`src/design/positional_char_list_defines.svh`:
```
// ----------------------------------------------------------------------------
// Assertion macros for the positional_char_list block
// Concurrent checks that compile away in synthesis.
// ----------------------------------------------------------------------------
`ifndef POSITIONAL_CHAR_LIST_DEFINES_SVH
`define POSITIONAL_CHAR_LIST_DEFINES_SVH

`ifndef SYNTHESIS

// consequent must hold in the same cycle as the antecedent
`define PCL_ASSERT_SAME(label, clk, rst_n, ante, cons) \
    label: assert property (@(posedge clk) disable iff (!rst_n) (ante) |-> (cons)) \
        else $error("pcl: same-cycle check failed");

// consequent must hold in the cycle after the antecedent
`define PCL_ASSERT_NEXT(label, clk, rst_n, ante, cons) \
    label: assert property (@(posedge clk) disable iff (!rst_n) (ante) |=> (cons)) \
        else $error("pcl: next-cycle check failed");

`else

`define PCL_ASSERT_SAME(label, clk, rst_n, ante, cons)
`define PCL_ASSERT_NEXT(label, clk, rst_n, ante, cons)

`endif

`endif

```
`src/design/pcl_pkg.sv`:
```
// ----------------------------------------------------------------------------
// pcl_pkg
// Shared constants, codes and types of the positional character list.
// ----------------------------------------------------------------------------
`default_nettype none

package pcl_pkg;

    localparam int CAPACITY = 16;
    localparam int CNT_W    = $clog2(CAPACITY + 1);
    localparam int POS_W    = 5;
    localparam int CMP_W    = (CNT_W > POS_W) ? CNT_W : POS_W;
    localparam int CMD_W    = 3;
    localparam int BYTE_W   = 8;
    localparam int STAT_W   = 2;
    localparam int OUTN_W   = 5;

    typedef enum logic [CMD_W-1:0] {
        CMD_APPEND = 3'd0,
        CMD_INSERT = 3'd1,
        CMD_DELETE = 3'd2,
        CMD_SEARCH = 3'd3,
        CMD_CLEAR  = 3'd4
    } t_cmd;

    typedef enum logic [STAT_W-1:0] {
        ST_DONE  = 2'd0,
        ST_RANGE = 2'd1,
        ST_FULL  = 2'd2
    } t_status;

    typedef enum logic [1:0] {
        CELL_HOLD,
        CELL_LOAD,
        CELL_FROM_PREV,
        CELL_FROM_NEXT
    } t_cell_op;

    typedef struct packed {
        logic             do_app;
        logic             do_ins;
        logic             do_del;
        logic             do_search;
        t_status          status;
        logic [CNT_W-1:0] next_count;
    } t_ctl;

    typedef struct packed {
        t_status           status;
        logic [OUTN_W-1:0] found;
        logic [OUTN_W-1:0] count;
    } t_result;

endpackage

`default_nettype wire

```
`src/design/pcl_cell.sv`:
```
// ----------------------------------------------------------------------------
// pcl_cell
// One list slot: holds a byte, loads, shifts from a neighbor, compares.
// ----------------------------------------------------------------------------
`default_nettype none

module pcl_cell (
    input  wire                            i_clk,
    input  pcl_pkg::t_cell_op              i_op,
    input  wire  [pcl_pkg::BYTE_W-1:0]     i_load,
    input  wire  [pcl_pkg::BYTE_W-1:0]     i_prev,
    input  wire  [pcl_pkg::BYTE_W-1:0]     i_next,
    input  wire  [pcl_pkg::BYTE_W-1:0]     i_key,
    output logic [pcl_pkg::BYTE_W-1:0]     o_data,
    output logic                           o_match
);
    import pcl_pkg::*;

    logic [BYTE_W-1:0] r_data;
    logic [BYTE_W-1:0] n_data;

    always_comb begin
        unique case (i_op)
            CELL_LOAD:      n_data = i_load;
            CELL_FROM_PREV: n_data = i_prev;
            CELL_FROM_NEXT: n_data = i_next;
            default:        n_data = r_data;
        endcase
    end

    always_ff @(posedge i_clk) begin
        r_data <= n_data;
    end

    assign o_data  = r_data;
    assign o_match = (r_data == i_key);

endmodule

`default_nettype wire

```
`src/design/pcl_ctrl.sv`:
```
// ----------------------------------------------------------------------------
// pcl_ctrl
// Command decode: range and full checks, status and next item count.
// ----------------------------------------------------------------------------
`default_nettype none

module pcl_ctrl (
    input  wire  [pcl_pkg::CMD_W-1:0]  i_command,
    input  wire  [pcl_pkg::POS_W-1:0]  i_position,
    input  wire  [pcl_pkg::CNT_W-1:0]  i_count,
    output pcl_pkg::t_ctl              o_ctl
);
    import pcl_pkg::*;

    logic [CMP_W-1:0] w_pos;
    logic [CMP_W-1:0] w_cnt;
    logic             w_full;
    logic             w_pos_ok;

    assign w_pos    = CMP_W'(i_position);
    assign w_cnt    = CMP_W'(i_count);
    assign w_full   = (w_cnt >= CMP_W'(CAPACITY));
    assign w_pos_ok = (w_pos != '0) && (w_pos <= w_cnt);

    always_comb begin
        o_ctl            = '0;
        o_ctl.status     = ST_DONE;
        o_ctl.next_count = i_count;
        unique case (i_command)
            CMD_APPEND: begin
                if (w_full) begin
                    o_ctl.status = ST_FULL;
                end else begin
                    o_ctl.do_app     = 1'b1;
                    o_ctl.next_count = i_count + CNT_W'(1);
                end
            end
            CMD_INSERT: begin
                if (!w_pos_ok) begin
                    o_ctl.status = ST_RANGE;
                end else if (w_full) begin
                    o_ctl.status = ST_FULL;
                end else begin
                    o_ctl.do_ins     = 1'b1;
                    o_ctl.next_count = i_count + CNT_W'(1);
                end
            end
            CMD_DELETE: begin
                if (!w_pos_ok) begin
                    o_ctl.status = ST_RANGE;
                end else begin
                    o_ctl.do_del     = 1'b1;
                    o_ctl.next_count = i_count - CNT_W'(1);
                end
            end
            CMD_SEARCH: begin
                o_ctl.do_search = 1'b1;
            end
            CMD_CLEAR: begin
                o_ctl.next_count = '0;
            end
            default: begin
                o_ctl.next_count = i_count;
            end
        endcase
    end

endmodule

`default_nettype wire

```
`src/design/positional_char_list.sv`:
```
// ----------------------------------------------------------------------------
// positional_char_list
// Bounded ordered byte list with append, insert, delete, search and clear.
// ----------------------------------------------------------------------------
// The list lives in a row of byte cells: an insert or delete shifts every
// affected cell by one place toward its neighbor in the same edge, while a
// search compares all cells at once and a priority encoder picks the first
// match. One command can be taken in every cycle while the input is not
// stalled; its result goes into the output register, or into the one-entry
// skid stage behind it while the output side holds off, so the input stalls
// only after the output side has held off for two results.
// ----------------------------------------------------------------------------
`default_nettype none
`include "positional_char_list_defines.svh"

module positional_char_list (
    input  wire                              i_clk,
    input  wire                              i_rst_n,
    input  wire                              i_in_valid,
    output logic                             o_in_stall,
    input  wire  [pcl_pkg::CMD_W-1:0]        i_command,
    input  wire  [pcl_pkg::BYTE_W-1:0]       i_data_byte,
    input  wire  [pcl_pkg::POS_W-1:0]        i_position,
    output logic                             o_out_valid,
    input  wire                              i_out_stall,
    output logic [pcl_pkg::STAT_W-1:0]       o_status,
    output logic [pcl_pkg::OUTN_W-1:0]       o_found_position,
    output logic [pcl_pkg::OUTN_W-1:0]       o_item_count
);
    import pcl_pkg::*;

    logic [CNT_W-1:0]  r_count;
    logic              r_out_valid;
    logic              r_skid_valid;
    t_result           r_out;
    t_result           r_skid;

    t_ctl              w_ctl;
    logic              w_fire;
    logic              w_take;
    logic [CMP_W-1:0]  w_pos;
    logic [CMP_W-1:0]  w_cnt;
    logic [CMP_W-1:0]  w_found;
    t_result           w_res;

    logic [BYTE_W-1:0] w_data  [CAPACITY];
    logic              w_match [CAPACITY];

    assign w_fire = i_in_valid && !r_skid_valid;
    assign w_take = r_out_valid && !i_out_stall;
    assign w_pos  = CMP_W'(i_position);
    assign w_cnt  = CMP_W'(r_count);

    pcl_ctrl u_ctrl (
        .i_command  (i_command),
        .i_position (i_position),
        .i_count    (r_count),
        .o_ctl      (w_ctl)
    );

    for (genvar gi = 0; gi < CAPACITY; gi++) begin : g_cell
        localparam logic [CMP_W-1:0] IDX    = CMP_W'(gi);
        localparam logic [CMP_W-1:0] IDX_P1 = CMP_W'(gi + 1);
        t_cell_op          w_op;
        logic [BYTE_W-1:0] w_prev;
        logic [BYTE_W-1:0] w_next;

        if (gi == 0) begin : g_first
            assign w_prev = '0;
        end else begin : g_mid_prev
            assign w_prev = w_data[gi-1];
        end
        if (gi == CAPACITY - 1) begin : g_last
            assign w_next = '0;
        end else begin : g_mid_next
            assign w_next = w_data[gi+1];
        end

        always_comb begin
            w_op = CELL_HOLD;
            if (w_fire) begin
                if (w_ctl.do_app && (IDX == w_cnt)) begin
                    w_op = CELL_LOAD;
                end else if (w_ctl.do_ins && (IDX_P1 == w_pos)) begin
                    w_op = CELL_LOAD;
                end else if (w_ctl.do_ins && (IDX >= w_pos) && (IDX <= w_cnt)) begin
                    // open the gap: later items move one place back
                    w_op = CELL_FROM_PREV;
                end else if (w_ctl.do_del && (IDX_P1 >= w_pos) && (IDX_P1 < w_cnt)) begin
                    // close the gap over the deleted slot
                    w_op = CELL_FROM_NEXT;
                end
            end
        end

        pcl_cell u_cell (
            .i_clk   (i_clk),
            .i_op    (w_op),
            .i_load  (i_data_byte),
            .i_prev  (w_prev),
            .i_next  (w_next),
            .i_key   (i_data_byte),
            .o_data  (w_data[gi]),
            .o_match (w_match[gi])
        );
    end

    // first occupied slot that matches; scan from the back so the lowest wins
    always_comb begin
        w_found = '0;
        for (int k = CAPACITY - 1; k >= 0; k--) begin
            if (w_match[k] && (CMP_W'(k) < w_cnt)) begin
                w_found = CMP_W'(k + 1);
            end
        end
    end

    always_comb begin
        w_res.status = w_ctl.status;
        w_res.found  = w_ctl.do_search ? OUTN_W'(w_found) : '0;
        w_res.count  = OUTN_W'(w_ctl.next_count);
    end

    always_ff @(posedge i_clk) begin
        if (!i_rst_n) begin
            r_count <= '0;
        end else if (w_fire) begin
            r_count <= w_ctl.next_count;
        end
    end

    always_ff @(posedge i_clk) begin
        if (!i_rst_n) begin
            r_out_valid  <= 1'b0;
            r_skid_valid <= 1'b0;
        end else if (r_skid_valid) begin
            if (w_take) begin
                r_skid_valid <= 1'b0;
            end
        end else if (w_fire) begin
            if (!r_out_valid || w_take) begin
                r_out_valid <= 1'b1;
            end else begin
                r_skid_valid <= 1'b1;
            end
        end else if (w_take) begin
            r_out_valid <= 1'b0;
        end
    end

    always_ff @(posedge i_clk) begin
        if (r_skid_valid) begin
            if (w_take) begin
                r_out <= r_skid;
            end
        end else if (w_fire) begin
            if (!r_out_valid || w_take) begin
                r_out <= w_res;
            end else begin
                r_skid <= w_res;
            end
        end
    end

    assign o_in_stall       = r_skid_valid;
    assign o_out_valid      = r_out_valid;
    assign o_status         = r_out.status;
    assign o_found_position = r_out.found;
    assign o_item_count     = r_out.count;

    `PCL_ASSERT_SAME(a_count_bound, i_clk, i_rst_n, 1'b1, r_count <= CNT_W'(CAPACITY))
    `PCL_ASSERT_SAME(a_skid_behind_out, i_clk, i_rst_n, r_skid_valid, r_out_valid)
    `PCL_ASSERT_SAME(a_full_at_capacity, i_clk, i_rst_n, r_out_valid && (r_out.status == ST_FULL), r_out.count == OUTN_W'(CAPACITY))
    `PCL_ASSERT_NEXT(a_clear_empties, i_clk, i_rst_n, w_fire && (i_command == CMD_CLEAR), r_count == '0)

endmodule

`default_nettype wire
```
`config.mk`:
```
export PLATFORM = sky130hd
export DESIGN_NAME = positional_char_list
export DESIGN_NICKNAME = d
export VERILOG_FILES = /design/src/design/pcl_pkg.sv /design/src/design/pcl_cell.sv /design/src/design/pcl_ctrl.sv /design/src/design/positional_char_list.sv
export VERILOG_INCLUDE_DIRS = /design/src /design/src/design
export SDC_FILE = /design/constraint.sdc
export NUM_CORES = 1
export LEC_CHECK = 0
export BUFFER_PORTS_ARGS = -buffer_cell sky130_fd_sc_hd__buf_2
export CAP_MARGIN = 20
export CORE_ASPECT_RATIO = 2
export CORE_MARGIN = 2
export CORE_UTILIZATION = 51
export CTS_CLUSTER_DIAMETER = 30
export DETAILED_ROUTE_END_ITERATION = 8
export GPL_ROUTABILITY_DRIVEN = 0
export GPL_TIMING_DRIVEN = 1
export PLACE_DENSITY = 0.73
export SYNTH_ARGS = -nofsm -noshare
export SYNTH_HDL_FRONTEND = slang
export SYNTH_HIERARCHICAL = 1
export SYNTH_SLANG_ARGS = --single-unit
```
`constraint.sdc`:
```
create_clock -name i_clk -period 5.29 [get_ports i_clk]
set_input_delay 1.058 -clock i_clk [delete_from_list [all_inputs] [get_ports i_clk]]
set_output_delay 1.058 -clock i_clk [all_outputs]
set_load 0.05 [all_outputs]
```
* After elaboration in Yosys (flattened, before gate mapping)
Index checks and enable logic that the tools add are counted.
** Storage, ports and cells
- Word-level logic and storage cells :: 465
- Flip-flop bits (word level) :: 159
- Output and inout bits :: 14
** Cells by class
- Muxes and demuxes :: 139
- Reductions and logical operators :: 144
- $add $sub $neg :: 2
- Equal/unequal tests :: 101
- $lt $le $gt $ge :: 52
- Bitwise operators :: 2
** Operator list (number)
- one-hot mux 8 bit (3 select lines) :: 16
- two-way mux 2 bit :: 82
- == test 8 bit :: 16
- logical AND 1 bit :: 115
- two-way mux 5 bit :: 20
- == test 4 x 5 -> 1 bit, first input constant :: 16
- == test 2 bit, second input constant :: 32
- two-way mux 12 bit :: 4
- nonzero test 3 bit :: 16
- == test 3 x 5 -> 1 bit, first input constant :: 8
- greater-or-equal comparator 4 x 5 -> 1 bit, first input constant :: 8
- less-or-equal comparator 4 x 5 -> 1 bit, first input constant :: 8
- less-than comparator 4 x 5 -> 1 bit, first input constant :: 8
- == test 2 x 1 -> 1 bit, second input constant :: 16
- == test 2 x 5 -> 1 bit, first input constant :: 4
- greater-or-equal comparator 3 x 5 -> 1 bit, first input constant :: 4
- less-or-equal comparator 3 x 5 -> 1 bit, first input constant :: 4
- less-than comparator 3 x 5 -> 1 bit, first input constant :: 4
- one-hot mux 5 bit (4 select lines) :: 1
- two-way mux 1 bit :: 15
- == test 1 x 5 -> 1 bit, first input constant :: 2
- greater-or-equal comparator 1 x 5 -> 1 bit, first input constant :: 2
- greater-or-equal comparator 2 x 5 -> 1 bit, first input constant :: 2
- less-or-equal comparator 1 x 5 -> 1 bit, first input constant :: 2
- other kinds (23) :: 35

* Logic depth before layout (Yosys ltp)
Gate-level depths: netlist (run 1).
- Word-level depth :: 22
- Gate-level depth with buffers :: 16
- Gate-level depth less buffers :: 13

* Modules after synthesis
Netlist (run 1), hierarchy kept.
** By module, submodules not included
- pcl_cell :: cells each 47, area each 509.2 um^2, times used 16
- positional_char_list :: cells each 348, area each 2762.6 um^2, times used 1
- pcl_ctrl :: cells each 80, area each 529.3 um^2, times used 1

* Worst setup path after synthesis (run 1)
No wires, ideal clock.
- Path kind :: input -> register
- From :: input i_position[4] (netlist bit)
- To :: register g_cell[2].u_cell.r_data[0], enable pin
- Arrival :: 3.922 ns
- Cell stages on the path :: 12
- Slack :: 1.059 ns
- Cell sequence :: ha_1 > a21oi_1 > o221ai_1 > a2111oi_2 > buf_2 > or3b_2 > nor3_1 > a21oi_1 > o22a_1 > nor2_1 > buf_6 > or2_2
** RTL lines
- from (decl) :: RTL line positional_char_list.sv:23 : input wire [pcl_pkg::POS_W-1:0] i_position,
- to (signal assigned) :: RTL line pcl_cell.sv:32 : r_data <= n_data;
- to (decl) :: RTL line pcl_cell.sv:19 : logic [BYTE_W-1:0] r_data;

==> results of run 1 <==
==> placed cells by master (no fill, tap or decap), drive strengths merged, types with 12 or more instances in the layout <==
master	synthesis	layout
a21oi	151	151
buf	66	84
clkbuf	16	17
conb	1	16
edfxtp	152	152
inv	17	20
mux2i	128	128
nand2	50	50
nand3	24	24
nand4	36	36
nor2	179	179
nor3	16	16
o21ai	12	12
or2	20	20
xnor2	130	130
==> path summary, 6_finish.rpt <==
check	slack, ns	endpoint	from
min	0.53	o_found_position[3]	r_skid[8]
max reg2reg	1.06	g_cell[9].u_cell/o_data[1]	r_count[4]
min reg2reg	0.53	o_found_position[3]	r_skid[8]
max	0.66	g_cell[9].u_cell/o_data[1]	i_position[2]
==> per-stage QoR <==
stage	instance area (um^2)	cells	util, %
2_1_floorplan	11500	1195	-
3_3_place_gp	11820	1470	53.58
3_5_place_dp	11820	1470	53.58
4_1_cts	12430	1500	56.36
5_1_grt	12460	1503	56.50
6_report	12460	1503	56.50
==> layer usage <==
layer  up-vias  share of wire (%)  track usage (%)
met2       334                 56            50.04
met3       131                3.9            3.503
met1      4391                 34            26.22
met4         0                5.7            16.54
li1       4376                  -                -
met5         -                  0                0
==> cells by family after synthesis <==
logic type / count (synthesis) / share of synthesized area [%]
buffers and inverters: 100 / 5.709
muxes: 136 / 11.99
xor gates and xnor gates: 130 / 9.953
adders and majority gates: 7 / 0.7656
other: 1 / 0.03278
DFF: 159 / 41.12
and+or+nand+nor: 379 / 15.85
AOI/OAI and AO/OA: 268 / 14.58
==> area by class of cell <==
class | count | share of cell area, %
clock buffer | 17 | 3.413
clock inverter | 13 | 1.506
inverter | 18 | 0.5421
multi-input combinational | 936 | 49.57
sequential | 159 | 37.74
tap | 276 | 2.771
timing repair buffer | 84 | 4.457
==> state kept, by name, indices dropped and copies added, names as in the netlist <==
register,flops
o_status,2
o_item_count,5
g_cell.u_cell/o_data,128
r_count,5
o_found_position,5
o_out_valid,1
r_skid,12
o_in_stall,1
==> power by group through the flow <==
stage | Combinational [mW] | Clock [mW] | Sequential [mW]
6_report | 0.338 | 1.30 | 1.40
5_1_grt | 0.368 | 1.37 | 1.41
4_1_cts | 0.332 | 1.32 | 1.40
3_5_place_dp | 0.330 | 0 | 1.43
3_3_place_gp | 0.322 | 0 | 1.43
2_1_floorplan | 0.190 | 0 | 1.46
==> cell usage after synthesis, types with 11 or more instances <==
cell,instances
a21oi_1,151
a31oi_1,11
buf_2,12
buf_4,34
buf_6,18
clkbuf_1,16
edfxtp_1,152
inv_1,17
mux2i_1,128
nand2_1,50
nand2b_1,11
nand3_1,24
nand4_1,36
nor2_1,177
nor3_1,16
o21ai_0,12
or2_2,19
xnor2_1,130
==> critical path, stage by stage <==
cell	delay [ns]
buf_2	0.29
ha_1	0.31
a21oi_1	0.17
o221ai_1	0.23
a21oi_1	0.24
and4_1	0.46
nand2b_1	0.26
or3_1	0.41
o32ai_1	0.54
a41oi_1	0.10
nor2_1	0.13
buf_4	0.24
mux2i_1	0.28
a21oi_1	0.10
==> reports/metrics.yaml, run 1 <==
cts_tree: "yes"
cts_num_sinks: 159
place_hpwl_mm: 23.20
p_sw_mw: 0.7478
die-area_mm2: 0.02372
combPwrFrac_pct: 11.1
path_class: "input port to register"
initial_utilization_pct: 51.85
worst_skew_pair.late_latency_ns: 0.45
antenna_cells: 0
grt_pass1_vias: 8962
syn_avg_cell_area_um2: 9.695
cp.required_ns: 5.49
fp-row-count: 77
multi_input_area_mm2: 0.006178
core_mm2: 0.02206
synth_cells: 1180
leakagePower_nw: 3.973
holdPathStages: 2
ys_ff_latch: 159
clkPwrFrac_pct: 42.8
postCtsSetupBuffers: 0
fmax_ghz: 0.2160
num-nets-final: 1243
yosys.area.top_type: "edfxtp_1"
grt_max_degree: 42
cts_resized: 0
status: "finished, final reports clean"
fillers: 1922
fin_worst_skew_ns: 0.01061
drv_cap: 0
drt-total-wl_mm: 31.04
dr.pass1.iters: 6
clk_pin_slew_ns: 0.07
reg2reg_depth: 14
async_reset_ff_share_pct: 0
ys_types: 72
crit_fanout: 19
grt_usage_pct: 26.63
viasPerCell: 6.142
intPower_mw: 2.297
switching_share_pct: 24.56
fin_crit_ns: 4.630
portBuffers: 33
netlist.area_leader.share_pct: 39.90
synth_edf_count: 152
yosysSeqAreaShare_pct: 41.12
globalRouteOverflowTotal: 0
ios: 34
final.setup.tns_ns: 0
seqCellArea_mm2: 0.004705
ant_nets: 0
cts.root.buffer_cell: "clkbuf_16"
hold_viol_final: 0
clockBufferDepth: 2
layout-area-overhead-vs-synth_pct: 8.958
antenna_found_initial: 0
setup_viol: 0
p_per_area_mw_per_mm2: 244.3
hold_ws_ns: 0.5300
slew_viol_final: 0
vias: 9232
die_h_um: 215.8
syn_area_mm2: 0.01144
synth_ff_type: "edfxtp_1"
cts_hold_buffers: 0
numCtsBuffers: 17
tightest_slew_ns: 0.8243
rsz0062_at_grt: "no"
yosys_warnings: 6
start_kind: "input port"
drive_gt1_share_pct: 12.80
drcViolationCount: 0
power.total_mw: 3.044
htree_levels: 4
setup_ws_ns: 0.6596
cp-end-kind: "register"
peakVddDrop_uv: 214.9
min_path_type: "register to register"
wl_per_cell_um: 20.65
fp.dieW_um: 109.9
crit_arrival_ns: 4.83
preCtsSetupSlack_ns: 0.4221
post-route-period-util_pct: 87.53
max_slew_margin_pct: 44.47
yosys-top-cells-area: "edfxtp_1 (40%), mux2i_1 (11%), xnor2_1 (10%)"
initialDrtViolationCount: 631
grt_pass1_wl_mm: 47.69
seqPwrFrac_pct: 46.1
(Power assumes the default switching activity.)
==> run 2: changes to the inputs <==
==> constraint.sdc (replaced) <==
create_clock -name i_clk -period 4.5 [get_ports i_clk]
set_input_delay 0.9 -clock i_clk [delete_from_list [all_inputs] [get_ports i_clk]]
set_output_delay 0.9 -clock i_clk [all_outputs]
set_load 0.05 [all_outputs]
==> run 2 against run 1 <==
Sequential share of layout area down 0.30 points; first-iteration DRC count increased by 6.0%; final cell count up 1.1%; sequential power is 18% higher; non-clock buffer count is 15 higher; combinational power increased by 20%; count of clock-buffer cells in the layout unchanged; register-to-register slack got worse by 0.43 ns; via count grew 1.2%; sequential cell count unchanged; critical path depth decreased by 3; utilization rose by 0.46 points; critical path type unchanged.
==> reports/metrics.yaml, run 2 (same netlist as run 1, synthesis figures left out) <==
status: "finished, final reports clean"
fmax_ghz: 0.2531
route.met3.wl_mm: 1.303
r2r-start: "r_count[4]"
reg2reg_to: "g_cell[9].u_cell/o_data[3]"
final.setup.tns_ns: 0
fp-row-count: 77
crit_chain: "buf_2 > ha_1 > a21oi_1 > o221ai_1 > a21oi_1 > and4_1 > nor2b_1 > buf_4 > nand3_1 > a211oi_2 > or2_2"
core_mm2: 0.02206
p_per_area_mw_per_mm2: 282.0
fin_worst_skew_ns: 0.009299
initial_utilization_pct: 51.85
clk_pin_slew_ns: 0.06
grt_max_degree: 42
fin_crit_ns: 3.952
finalNonFillerCells: 1520
largest_reg_flops: 128
ios: 34
dr.pass1.iters: 6
cts_resized: 0
postCtsSetupBuffers: 0
antenna_found_initial: 0
cts.root.buffer_cell: "clkbuf_16"
num-nets-final: 1258
reg2reg_depth: 11
holdPathStages: 2
leakagePower_nw: 4.038
cts_hold_buffers: 0
crit_top_cell: "a21oi_1"
worst_skew_pair.late_latency_ns: 0.45
min_path_type: "register to register"
vias: 9342
place_hpwl_mm: 23.83
htree_levels: 4
preCtsSetupSlack_ns: 0.1721
crit_path_max_incr_delay_ns: 0.88
viasPerCell: 6.146
slowest_stage: "a211oi_2"
grt_pass1_wl_mm: 48.24
mostFrequentLayoutCell: "nor2_1"
drive_gt1_share_pct: 14.07
drcViolationCount: 0
post-route-period-util_pct: 87.81
grt_pass1_vias: 9266
peakVddDrop_uv: 241.3
whs_endpoint: "o_found_position[1]"
ff2ff_setup_slack_ns: 0.63
ant_nets: 0
setup_viol: 0
grt_usage_pct: 26.79
cts_tree: "yes"
rsz0062_at_grt: "no"
path_class: "input port to register"
cp.required_ns: 4.64
drv_cap: 0
tightest_slew_ns: 0.9975
most-common-layout-cells: "nor2_1 (177), edfxtp_1 (152), a21oi_1 (151)"
drt-total-wl_mm: 31.21
start_kind: "input port"
cts_num_sinks: 159
die_h_um: 215.8
antenna_cells: 0
portBuffers: 33
globalRouteOverflowTotal: 0
initialDrtViolationCount: 669
clockBufferDepth: 2
crit_arrival_ns: 4.09
die-area_mm2: 0.02372
fp.dieW_um: 109.9
numCtsBuffers: 17
max_slew_margin_pct: 33.38
m1WireLength_mm: 10.45
wl_met2_mm: 17.71
power.total_mw: 3.544
hold_start: "r_skid[6]"
crit_fanout: 17
setup_ws_ns: 0.5483
layout-area-overhead-vs-synth_pct: 9.844
hold_viol_final: 0
wl_per_cell_um: 20.53
cp-end-kind: "register"
top_layer_used: "met4"
place_inst: 1487
slew_viol_final: 0
run 2: cell type report:
cell class / instances / area (um^2)
fillers: 1944 / 9497
multi-input cells: 936 / 6178
flip-flops and latches: 159 / 4705
repair buffers: 99 / 673.1
clock buffers: 17 / 425.4
well taps: 276 / 345.3
clock inverters: 15 / 171.4
inverters: 18 / 67.56
run 2: worst max-delay path by stage:
stage,from,end,slack [ns]
2_1_floorplan,i_position[4],g_cell[2].u_cell/o_data[0],0.43
3_3_place_gp,i_position[4],g_cell[0].u_cell/o_data[1],0.20
3_5_place_dp,i_position[4],g_cell[0].u_cell/o_data[1],0.17
4_1_cts,i_position[4],g_cell[0].u_cell/o_data[1],0.65
5_1_grt,i_position[2],g_cell[0].u_cell/o_data[3],0.42
6_report,i_position[4],g_cell[9].u_cell/o_data[3],0.55
run 2: worst max-delay path: cells and delay by family:
kind | cells | cell delay [ns]
AO/OA/AOI/OAI | 4 | 1.53
adder cells (fa/ha/maj) | 1 | 0.32
buffers and inverters | 2 | 0.29
AND/OR/NAND/NOR | 4 | 1.02
run 2: layer usage:
layer / up-vias / global-route usage [%]
li1: 4404 / -
met1: 4478 / 25.61
met2: 348 / 50.80
met3: 112 / 3.987
met4: 0 / 16.71
met5: - / 0
run 2: power breakdown:
part / switching, mW / total [mW] / internal (mW)
Sequential: 0.0104 / 1.65 / 1.64
Combinational: 0.265 / 0.407 / 0.142
Clock: 0.653 / 1.49 / 0.833
run 2: through the flow:
stage,utilization [%],hold WS (ns),area (um^2)
floorplan,-,0.4927,11500
global placement,54.22,0.5130,11960
detailed placement,54.22,0.5175,11960
CTS,56.92,0.5375,12560
global route,56.96,0.5468,12570
finish,56.96,0.5344,12570
==> run 3: changes to the inputs <==
--- a/config.mk
+++ b/config.mk
@@ -6,7 +6,7 @@
 export SDC_FILE = /design/constraint.sdc
 export NUM_CORES = 1
 export LEC_CHECK = 0
-export BUFFER_PORTS_ARGS = -buffer_cell sky130_fd_sc_hd__buf_2
+export BUFFER_PORTS_ARGS = -buffer_cell sky130_fd_sc_hd__clkbuf_2
 export CAP_MARGIN = 20
 export CORE_ASPECT_RATIO = 2
 export CORE_MARGIN = 2
==> run 3 against run 2 <==
Final cell count decreased by 0.20%; count of clock-buffer cells in the layout grew 1; die area is the same; critical path type unchanged; wire length decreased by 0.48%; sequential cell count is the same; largest power group unchanged; worst hold slack worse by 0.0037 ns; worst setup slack worse by 0.090 ns; global-route usage grew 0.51 points; non-clock buffer count fell by 3.
==> reports/metrics.yaml, run 3 (same netlist as run 1, synthesis figures left out) <==
fin_worst_skew_ns: 0.01063
intPower_mw: 2.537
numCtsBuffers: 17
grt_pass1_vias: 9404
initialDrtViolationCount: 620
post-route-util_pct: 56.57
clockBufferDepth: 2
core_mm2: 0.02206
portBuffers: 33
viasPerCell: 6.158
drive_gt1_share_pct: 13.62
combPwrFrac_pct: 12.0
htree_levels: 4
tightest_slew_ns: 1.018
cts_resized: 0
holdPathStages: 2
drv_cap: 0
worst_skew_pair.late_latency_ns: 0.46
fmax_ghz: 0.2474
grt_pass1_wl_mm: 49.05
layout-area-overhead-vs-synth_pct: 9.100
clkPwrFrac_pct: 39.9
design_area_mm2: 0.01248
m1WireLength_mm: 10.69
leakagePower_nw: 3.982
final.setup.tns_ns: 0
reg2reg_to: "g_cell[0].u_cell/o_data[5]"
switching_share_pct: 26.00
reg2reg_depth: 10
wl_met2_mm: 16.87
r2r-start: "r_count[4]"
die-area_mm2: 0.02372
cp-end-kind: "register"
mostFrequentLayoutCell: "nor2_1"
clk_pin_slew_ns: 0.06
ios: 34
crit_fanout: 17
cts.root.buffer_cell: "clkbuf_16"
slew_viol_final: 0
start_kind: "input port"
cts_hold_buffers: 0
num-nets-final: 1255
vias: 9341
cts_num_sinks: 159
p_per_area_mw_per_mm2: 274.7
cp.required_ns: 4.64
ff2ff_setup_slack_ns: 0.52
route.met3.wl_mm: 1.392
hold_start: "r_skid[6]"
drt-total-wl_mm: 31.06
whs_endpoint: "o_found_position[1]"
max_slew_margin_pct: 31.87
die_h_um: 215.8
rsz0062_at_grt: "no"
dpl-instance-area_mm2: 0.01193
fin_crit_ns: 4.042
antenna_found_initial: 0
cts_tree: "yes"
grt_usage_pct: 27.30
path_class: "input port to register"
antenna_cells: 0
ant_nets: 0
fp.dieW_um: 109.9
initial_utilization_pct: 51.85
peakVddDrop_uv: 198.8
place_hpwl_mm: 23.65
status: "finished, final reports clean"
crit_arrival_ns: 4.19
grt_max_degree: 42
setup_viol: 0
globalRouteOverflowTotal: 0
min_path_type: "register to register"
fp-row-count: 77
largest_reg_flops: 128
hold_viol_final: 0
postCtsSetupBuffers: 0
seqPwrFrac_pct: 48.2
most-common-layout-cells: "nor2_1 (177), edfxtp_1 (152), a21oi_1 (151)"
wl_per_cell_um: 20.47
post-route-period-util_pct: 89.82
power.total_mw: 3.429
drcViolationCount: 0
dr.pass1.iters: 7
p_sw_mw: 0.8917
top_layer_used: "met4"
## run 3: area by class of cell
| class | count | area (um^2) |
|---|---|---|
| Fill cell | 1907 | 9582 |
| Multi-Input combinational cell | 936 | 6178 |
| Sequential cell | 159 | 4705 |
| Timing Repair Buffer | 96 | 638.1 |
| Clock buffer | 18 | 429.2 |
| Tap cell | 276 | 345.3 |
| Clock inverter | 14 | 117.6 |
| Inverter | 18 | 67.56 |
## run 3: worst max path at each step
stage,startpoint,to
floorplan,i_position[4],g_cell[2].u_cell/o_data[0]
global placement,i_position[4],g_cell[0].u_cell/o_data[6]
detailed placement,i_position[4],g_cell[0].u_cell/o_data[2]
CTS,i_position[4],g_cell[0].u_cell/o_data[5]
global route,i_position[4],g_cell[0].u_cell/o_data[5]
finish,i_position[4],g_cell[0].u_cell/o_data[5]
## run 3: through the flow
| step | hold slack, ns | std cells | setup WS, ns |
|---|---|---|---|
| 2_1_floorplan | 0.4927 | 1195 | 0.4272 |
| 3_3_place_gp | 0.5095 | 1484 | 0.1966 |
| 3_5_place_dp | 0.5163 | 1484 | 0.08556 |
| 4_1_cts | 0.5378 | 1516 | 0.5405 |
| 5_1_grt | 0.5569 | 1517 | 0.2786 |
| 6_report | 0.5307 | 1517 | 0.4579 |
## run 3: power by group through the flow
stage,combinational (mW),clock (mW),sequential [mW]
after floorplan,0.224,0,1.72
after global placement,0.389,0,1.68
after detailed placement,0.399,0,1.68
after CTS,0.401,1.39,1.65
after global routing,0.443,1.44,1.65
final,0.410,1.37,1.65
## run 3: critical path: stages
cell and delay, ns:
clkbuf_2 0.09, ha_1 0.32, a21oi_1 0.19, o221ai_1 0.26
a2111oi_2 0.45, or3b_2 0.55, nor2_1 0.15, o211ai_1 0.09
nor2_1 0.80, or2_2 0.38
## run 3: metal layers
metal	up-vias	GRT usage [%]
met3	145	4.712
li1	4404	-
met4	0	18.23
met1	4431	26.95
met5	-	0
met2	361	49.86
